==> config.mk <==
export PLATFORM = sky130hd
export DESIGN_NAME = bounded_deque
export DESIGN_NICKNAME = d
export VERILOG_FILES = /design/src/rtl/bdq_pkg.sv /design/src/rtl/bdq_ctrl.sv /design/src/rtl/bdq_dp.sv /design/src/rtl/bounded_deque.sv
export SDC_FILE = /design/constraint.sdc
export NUM_CORES = 1
export LEC_CHECK = 0
export ABC_AREA = 1
export BUFFER_PORTS_ARGS = -buffer_cell sky130_fd_sc_hd__buf_4
export CORE_MARGIN = 5
export CORE_UTILIZATION = 50
export DETAILED_ROUTE_END_ITERATION = 6
export PLACE_DENSITY_LB_ADDON = 0.15
export SLEW_MARGIN = 10
export SYNTH_ARGS = -nofsm -noshare
export SYNTH_HDL_FRONTEND = slang
export SYNTH_SLANG_ARGS = --single-unit
==> constraint.sdc <==
create_clock -name i_clk -period 4.6 [get_ports i_clk]
set_input_delay 0.92 -clock i_clk [delete_from_list [all_inputs] [get_ports i_clk]]
set_output_delay 0.92 -clock i_clk [all_outputs]
set_load 0.05 [all_outputs]
==> src/rtl/bdq_pkg.sv <==
// Shared types and codes for the bounded double-ended queue.
`timescale 1ns / 1ps

package bdq_pkg;

    localparam int VAL_W    = 32;
    localparam int OP_W     = 3;
    localparam int STATUS_W = 2;

    // Operation codes carried by an input word.
    localparam logic [OP_W-1:0] OP_INS_FRONT = 3'd0;
    localparam logic [OP_W-1:0] OP_INS_BACK  = 3'd1;
    localparam logic [OP_W-1:0] OP_DEL_FRONT = 3'd2;
    localparam logic [OP_W-1:0] OP_DEL_BACK  = 3'd3;
    localparam logic [OP_W-1:0] OP_DISPLAY   = 3'd4;

    // Status codes carried by an output word.
    localparam logic [STATUS_W-1:0] STS_DONE  = 2'd0;
    localparam logic [STATUS_W-1:0] STS_FULL  = 2'd1;
    localparam logic [STATUS_W-1:0] STS_EMPTY = 2'd2;

    typedef enum logic [2:0] {
        S_IDLE = 3'b001,
        S_READ = 3'b010,
        S_SEND = 3'b100
    } t_state;

    // Commands from the controller to the datapath.
    typedef struct packed {
        logic exec;
        logic start_disp;
        logic rd_en;
        logic send;
    } t_cmd;

    // Status from the datapath to the controller.
    typedef struct packed {
        logic out_free;
        logic is_display;
        logic empty;
        logic last_entry;
    } t_sts;

endpackage

==> src/rtl/bdq_ctrl.sv <==
// Controller state machine for the bounded double-ended queue.
`timescale 1ns / 1ps

module bdq_ctrl
    import bdq_pkg::*;
(
    input  logic i_clk,
    input  logic i_rst_n,
    input  logic i_valid,
    input  t_sts i_sts,
    output t_cmd o_cmd,
    output logic o_ready
);

    t_state r_state;
    t_state n_state;

    always_comb begin
        n_state = r_state;
        o_cmd   = '0;
        o_ready = 1'b0;
        case (r_state)
            S_IDLE: begin
                o_ready = i_sts.out_free;
                if (i_valid && i_sts.out_free) begin
                    // A display of a non-empty queue walks the store entry by entry.
                    if (i_sts.is_display && !i_sts.empty) begin
                        o_cmd.start_disp = 1'b1;
                        n_state          = S_READ;
                    end else begin
                        o_cmd.exec = 1'b1;
                    end
                end
            end
            S_READ: begin
                o_cmd.rd_en = 1'b1;
                n_state     = S_SEND;
            end
            S_SEND: begin
                if (i_sts.out_free) begin
                    o_cmd.send = 1'b1;
                    n_state    = i_sts.last_entry ? S_IDLE : S_READ;
                end
            end
            default: begin
                n_state = S_IDLE;
            end
        endcase
    end

    always_ff @(posedge i_clk) begin
        if (!i_rst_n) begin
            r_state <= S_IDLE;
        end else begin
            r_state <= n_state;
        end
    end

`ifndef SYNTHESIS
    a_read_then_send: assert property (@(posedge i_clk) disable iff (!i_rst_n)
        (r_state == S_READ) |=> (r_state == S_SEND))
        else $error("read cycle not followed by send");

    a_send_needs_room: assert property (@(posedge i_clk) disable iff (!i_rst_n)
        (o_cmd.send || o_cmd.exec) |-> i_sts.out_free)
        else $error("output register loaded while occupied and stalled");

    a_ready_only_idle: assert property (@(posedge i_clk) disable iff (!i_rst_n)
        o_ready |-> (r_state == S_IDLE))
        else $error("input taken outside idle");
`endif

endmodule

==> src/rtl/bdq_dp.sv <==
// Datapath of the bounded double-ended queue: ring store, pointers and output register.
`timescale 1ns / 1ps

module bdq_dp
    import bdq_pkg::*;
#(
    parameter int DEPTH = 16
) (
    input  logic                          i_clk,
    input  logic                          i_rst_n,
    input  t_cmd                          i_cmd,
    output t_sts                          o_sts,
    input  logic [OP_W-1:0]               i_opcode,
    input  logic signed [VAL_W-1:0]       i_value,
    input  logic                          i_stall,
    output logic                          o_valid,
    output logic signed [VAL_W-1:0]       o_value_res,
    output logic [STATUS_W-1:0]           o_status,
    output logic [$clog2(DEPTH+1)-1:0]    o_occupancy,
    output logic                          o_last
);

    localparam int AW = $clog2(DEPTH);
    localparam int CW = $clog2(DEPTH + 1);
    localparam logic [AW-1:0] LAST_SLOT = AW'(DEPTH - 1);
    localparam logic [CW-1:0] FULL_CNT  = CW'(DEPTH);
    localparam logic [AW:0]   WRAP      = (AW + 1)'(DEPTH);

    logic signed [VAL_W-1:0] mem [DEPTH];

    logic [AW-1:0]           r_front;
    logic [AW-1:0]           n_front;
    logic [CW-1:0]           r_count;
    logic [CW-1:0]           n_count;
    logic [AW-1:0]           r_rd_ptr;
    logic [CW-1:0]           r_remain;
    logic signed [VAL_W-1:0] r_rd_data;
    logic                    r_out_valid;

    logic [AW-1:0]       front_m1;
    logic [AW-1:0]       front_p1;
    logic [AW-1:0]       rd_ptr_p1;
    logic [AW:0]         back_sum;
    logic [AW-1:0]       back_slot;
    logic                full;
    logic                empty;
    logic                wr_en;
    logic [AW-1:0]       wr_addr;
    logic [STATUS_W-1:0] exec_status;

    assign full      = (r_count == FULL_CNT);
    assign empty     = (r_count == '0);
    assign front_m1  = (r_front == '0) ? LAST_SLOT : r_front - 1'b1;
    assign front_p1  = (r_front == LAST_SLOT) ? '0 : r_front + 1'b1;
    assign rd_ptr_p1 = (r_rd_ptr == LAST_SLOT) ? '0 : r_rd_ptr + 1'b1;

    // The back slot is only used when not full, so the count fits the address width.
    assign back_sum  = {1'b0, r_front} + (AW + 1)'(r_count);
    assign back_slot = (back_sum >= WRAP) ? AW'(back_sum - WRAP) : back_sum[AW-1:0];

    assign o_sts.out_free   = !r_out_valid || !i_stall;
    assign o_sts.is_display = (i_opcode == OP_DISPLAY);
    assign o_sts.empty      = empty;
    assign o_sts.last_entry = (r_remain == CW'(1));

    always_comb begin
        n_front     = r_front;
        n_count     = r_count;
        wr_en       = 1'b0;
        wr_addr     = r_front;
        exec_status = STS_DONE;
        if (i_cmd.exec) begin
            case (i_opcode)
                OP_INS_FRONT: begin
                    if (full) begin
                        exec_status = STS_FULL;
                    end else begin
                        wr_en   = 1'b1;
                        wr_addr = front_m1;
                        n_front = front_m1;
                        n_count = r_count + 1'b1;
                    end
                end
                OP_INS_BACK: begin
                    if (full) begin
                        exec_status = STS_FULL;
                    end else begin
                        wr_en   = 1'b1;
                        wr_addr = back_slot;
                        n_count = r_count + 1'b1;
                    end
                end
                OP_DEL_FRONT: begin
                    if (empty) begin
                        exec_status = STS_EMPTY;
                    end else begin
                        n_front = front_p1;
                        n_count = r_count - 1'b1;
                    end
                end
                OP_DEL_BACK: begin
                    if (empty) begin
                        exec_status = STS_EMPTY;
                    end else begin
                        n_count = r_count - 1'b1;
                    end
                end
                OP_DISPLAY: begin
                    // Only an empty queue's display reaches this path.
                    exec_status = STS_EMPTY;
                end
                default: begin
                    exec_status = STS_DONE;
                end
            endcase
        end
    end

    always_ff @(posedge i_clk) begin
        if (wr_en) begin
            mem[wr_addr] <= i_value;
        end
        if (i_cmd.rd_en) begin
            r_rd_data <= mem[r_rd_ptr];
        end
    end

    always_ff @(posedge i_clk) begin
        if (!i_rst_n) begin
            r_front  <= '0;
            r_count  <= '0;
            r_remain <= '0;
            r_rd_ptr <= '0;
        end else begin
            r_front <= n_front;
            r_count <= n_count;
            if (i_cmd.start_disp) begin
                r_rd_ptr <= r_front;
                r_remain <= r_count;
            end else begin
                if (i_cmd.rd_en) begin
                    r_rd_ptr <= rd_ptr_p1;
                end
                if (i_cmd.send) begin
                    r_remain <= r_remain - 1'b1;
                end
            end
        end
    end

    always_ff @(posedge i_clk) begin
        if (!i_rst_n) begin
            r_out_valid <= 1'b0;
        end else if (i_cmd.exec || i_cmd.send) begin
            r_out_valid <= 1'b1;
        end else if (!i_stall) begin
            r_out_valid <= 1'b0;
        end
    end

    always_ff @(posedge i_clk) begin
        if (i_cmd.exec) begin
            o_value_res <= '0;
            o_status    <= exec_status;
            o_occupancy <= n_count;
            o_last      <= 1'b1;
        end else if (i_cmd.send) begin
            o_value_res <= r_rd_data;
            o_status    <= STS_DONE;
            o_occupancy <= r_count;
            o_last      <= (r_remain == CW'(1));
        end
    end

    assign o_valid = r_out_valid;

`ifndef SYNTHESIS
    a_count_bound: assert property (@(posedge i_clk) disable iff (!i_rst_n)
        r_count <= FULL_CNT)
        else $error("entry count above depth");

    a_front_bound: assert property (@(posedge i_clk) disable iff (!i_rst_n)
        r_front <= LAST_SLOT)
        else $error("front pointer outside the ring");

    a_remain_bound: assert property (@(posedge i_clk) disable iff (!i_rst_n)
        r_remain <= r_count)
        else $error("display walk longer than the queue");
`endif

endmodule

==> src/rtl/bounded_deque.sv <==
// Top level of the bounded double-ended queue.
`timescale 1ns / 1ps

// A double-ended queue of up to DEPTH signed 32-bit words held in a ring memory.
// Each input word carries an opcode: insert at front, insert at back, delete front,
// delete back or display. Insert, delete and unknown opcodes give one output word
// each, and can be issued back to back while the output is not stalled. A display
// of a non-empty queue gives one output word per entry from front to back, with
// o_last on the final one; each entry is a registered memory read, then a load of
// the output register, and the input is held until the last entry is sent. A
// display of an empty queue gives one empty-status word. The output register takes
// a new result at the same edge at which the waiting one is taken, so while a
// result is stalled the input is stalled too.
module bounded_deque
    import bdq_pkg::*;
#(
    parameter int DEPTH = 16
) (
    input  logic                          i_clk,
    input  logic                          i_rst_n,
    input  logic                          i_valid,
    output logic                          o_stall,
    input  logic [OP_W-1:0]               i_opcode,
    input  logic signed [VAL_W-1:0]       i_value,
    output logic                          o_valid,
    input  logic                          i_stall,
    output logic signed [VAL_W-1:0]       o_value_res,
    output logic [STATUS_W-1:0]           o_status,
    output logic [$clog2(DEPTH+1)-1:0]    o_occupancy,
    output logic                          o_last
);

    t_cmd cmd;
    t_sts sts;
    logic ready;

    bdq_ctrl u_ctrl (
        .i_clk   (i_clk),
        .i_rst_n (i_rst_n),
        .i_valid (i_valid),
        .i_sts   (sts),
        .o_cmd   (cmd),
        .o_ready (ready)
    );

    bdq_dp #(
        .DEPTH (DEPTH)
    ) u_dp (
        .i_clk       (i_clk),
        .i_rst_n     (i_rst_n),
        .i_cmd       (cmd),
        .o_sts       (sts),
        .i_opcode    (i_opcode),
        .i_value     (i_value),
        .i_stall     (i_stall),
        .o_valid     (o_valid),
        .o_value_res (o_value_res),
        .o_status    (o_status),
        .o_occupancy (o_occupancy),
        .o_last      (o_last)
    );

    assign o_stall = !ready;

endmodule
==> impl_metrics.json <==
{
  "htree_levels": 2,
  "pin_count": 81,
  "place_congestion": 0.820,
  "grt_pass1_vias": 14600,
  "start_util": 0.506,
  "syn_area_mm2": 0.0242,
  "ff2ff_path_depth": 12,
  "layout_common_cells": "551 x edfxtp_1, 306 x nor2_1, 282 x nand2_1",
  "via_count": 15000,
  "drive_above_1_share": 0.116,
  "hold_class": "flop to flop",
  "portBuffers": 80,
  "fin_tns_setup_ns": 0,
  "path_cells": "inv_1 -> ha_1 -> nand3_4 -> inv_1 -> nand2_1 -> nand2_1 -> o21ai_0 -> nand2_1 -> inv_1 -> nand3_2 -> nor2_4 -> buf_4",
  "hold_viol_final": 0,
  "cp_num_buf_inv": 4,
  "grt_max_degree": 100,
  "clk-insertion-delay-late_ns": 0.62,
  "overflow": 0,
  "crit_required_ns": 4.87,
  "grt_pass1_wl_um": 86000,
  "rsz0062_at_grt": "false",
  "via_per_inst": 5.70,
  "ff2ff_setup_slack_ns": 1.15,
  "yosys_register_bits": 606,
  "wl_um": 55800,
  "cts.sink_count": 606,
  "total_power_w": 0.0116,
  "core-area_mm2": 0.0477,
  "slew_violations": 0,
  "yosysWarnings": 0,
  "nets": 2023,
  "cp-endpoint": "u_dp.mem[9][5]$_DFFE_PP_",
  "cts_resized": 0,
  "worst_r2r_startpoint": "u_dp.r_count[1]$_SDFF_PN0_",
  "max_freq_mhz": 290,
  "final_common_cell": "edfxtp_1",
  "yosys.cell_types.count": 41,
  "worstSetupPathDepth": 12,
  "end_kind": "flop",
  "crit_path_max_incr_delay_ns": 0.49,
  "globalRouteTotalUtil": 0.208,
  "synth_area_per_cell_um2": 12.7,
  "drv_cap": 0,
  "wl_per_cell_um": 21.2,
  "final_antenna_net_count": 0,
  "relSlewSlack": 0.263,
  "outcome": "completed",
  "area_delta_synth_final_pct": 13.6,
  "dpl.hpwl_um": 32500,
  "first_pass_iters": 5,
  "die_y_um": 230,
  "finalSetupViolCount": 0,
  "diodes": 0,
  "drtIter0Drc": 1346,
  "tritoncts": "done",
  "fin_crit_sh": 0.749,
  "ys_seq_area_frac": 0.730,
  "synth_fp_nets": 1956,
  "row_count": 80,
  "antenna_found_initial": 0,
  "power_density_mw_per_mm2": 423,
  "ctsHoldBuffers": 0,
  "die-area_mm2": 0.0529,
  "leakage_nw": 9.48,
  "cp_top_family": "simple AND/OR/NAND/NOR gates",
  "cts_made_buffers": 61,
  "die_w_um": 230,
  "clock-root-buffer": "clkbuf_16",
  "clockBufferDepth": 3,
  "fin_crit_ns": 3.45,
  "fin_worst_skew_ns": 0.0149,
  "synthesis.instances": 1906,
  "ir_worst_vdd_uv": 299,
  "placedCellCount": 2525,
  "cts.clk_slew.worst_paths_ns": 0.06,
  "worstMarginPinSlew_ns": 1.10,
  "cp_max_fo": 21,
  "min_from": "u_dp.o_last$_SDFFE_PN1P_",
  "arrival_ns": 3.72,
  "critPathSlowestCell": "dfxtp_1",
  "crit_start": "u_dp.r_count[1]$_SDFF_PN0_",
  "crit_type": "flop to flop",
  "drc": 0,
  "timing.rr.end": "u_dp.mem[9][5]$_DFFE_PP_",
  "cts_setup_buffers": 0,
  "layout.cells.non_filler": 2635,
  "startpoint_type": "flop"
}
-- stage by stage --
stage          cell area, um^2  setup WS, ns  hold WS, ns  utilization
4_1_cts                  27500          1.13        0.496        0.575
5_1_grt                  27500         0.892        0.505        0.575
6_report                 27500          1.15        0.491        0.575
3_5_place_dp             25500         0.946        0.481        0.535
2_1_floorplan            24200         0.966        0.458            -
3_3_place_gp             25500         0.990        0.467        0.535
-- state kept, by name, indices dropped and copies added, names as in the netlist --
| register | cells |
|---|---|
| u_dp.o_valid | 1 |
| u_ctrl.r_state | 3 |
| u_dp.r_count | 5 |
| u_dp.r_rd_ptr | 4 |
| u_dp.o_status | 2 |
| u_dp.o_last | 1 |
| u_dp.r_rd_data | 32 |
| u_dp.mem | 512 |
| u_dp.r_front | 4 |
| u_dp.o_value_res | 32 |
| u_dp.r_remain | 5 |
| u_dp.o_occupancy | 5 |
-- worst min path at each step --
stage	endpoint	slack, ns	cells after the start
2_1_floorplan	u_dp.r_remain[4]$_SDFFE_PN0P_	0.46	2
3_3_place_gp	u_dp.o_last$_SDFFE_PN1P_	0.47	2
3_5_place_dp	u_dp.o_last$_SDFFE_PN1P_	0.48	2
4_1_cts	u_dp.o_last$_SDFFE_PN1P_	0.50	2
5_1_grt	u_dp.o_last$_SDFFE_PN1P_	0.50	2
6_report	u_dp.o_last$_SDFFE_PN1P_	0.49	2
-- Yosys cell counts (all sizes together) --
master | instances | share of area
a211oi | 2 | 0.00062
a21oi | 16 | 0.0033
a22oi | 1 | 0.00031
a31oi | 4 | 0.0010
buf | 38 | 0.0089
clkbuf | 74 | 0.012
clkinv | 3 | 0.00047
dfxtp | 55 | 0.046
edfxtp | 551 | 0.68
fa | 1 | 0.00083
ha | 10 | 0.0052
inv | 77 | 0.012
mux2i | 48 | 0.020
nand2 | 284 | 0.044
nand3 | 84 | 0.019
nand3b | 1 | 0.00031
nand4 | 5 | 0.0016
nor2 | 326 | 0.051
nor3 | 5 | 0.0012
o211ai | 37 | 0.011
o21ai | 157 | 0.032
o221ai | 32 | 0.012
o22ai | 18 | 0.0047
o32ai | 64 | 0.023
or2 | 3 | 0.00078
xnor2 | 4 | 0.0014
xor2 | 6 | 0.0022
-- layer usage --
metal / GRT usage / vias to the layer above / wire length, um
li1: - / 7041 / -
met1: 0.301 / 7490 / 24900
met2: 0.339 / 432 / 26500
met3: 0.0344 / 62 / 3600
met4: 0.0446 / 0 / 859
met5: 0 / - / 0
-- tightest hold or removal path, cell delays in order (launching register included) --
cell      delay [ns]
dfxtp_1         0.34
nand2_1         0.06
o211ai_1        0.06
-- cells by family (layout without fill, tap and decap cells) --
| kind of cell | after synthesis | after routing | share of synthesized area |
|---|---|---|---|
| muxes | 48 | 48 | 0.0199 |
| buffers and inverters | 192 | 306 | 0.0332 |
| and+or+nand+nor | 708 | 708 | 0.119 |
| AOI/OAI and AO/OA | 331 | 331 | 0.0887 |
| xor gates and xnor gates | 10 | 10 | 0.00362 |
| DFF | 606 | 606 | 0.730 |
| adders and majority gates | 11 | 11 | 0.00600 |
-- area by class of cell --
type                       count  area [um^2]
fill                        3805        20300
sequential                   606        17700
multi-input combinational   1108         5860
clock buffer                  80         1640
timing repair buffer         116          946
tap                          615          769
inverter                      80          305
clock inverter                30          299
-- report_power, final --
part | switching, W | internal, W
combinational | 0.000485 | 0.000185
clock | 0.00200 | 0.00283
sequential | 0.0000428 | 0.00608
(Power assumes the default switching activity.)
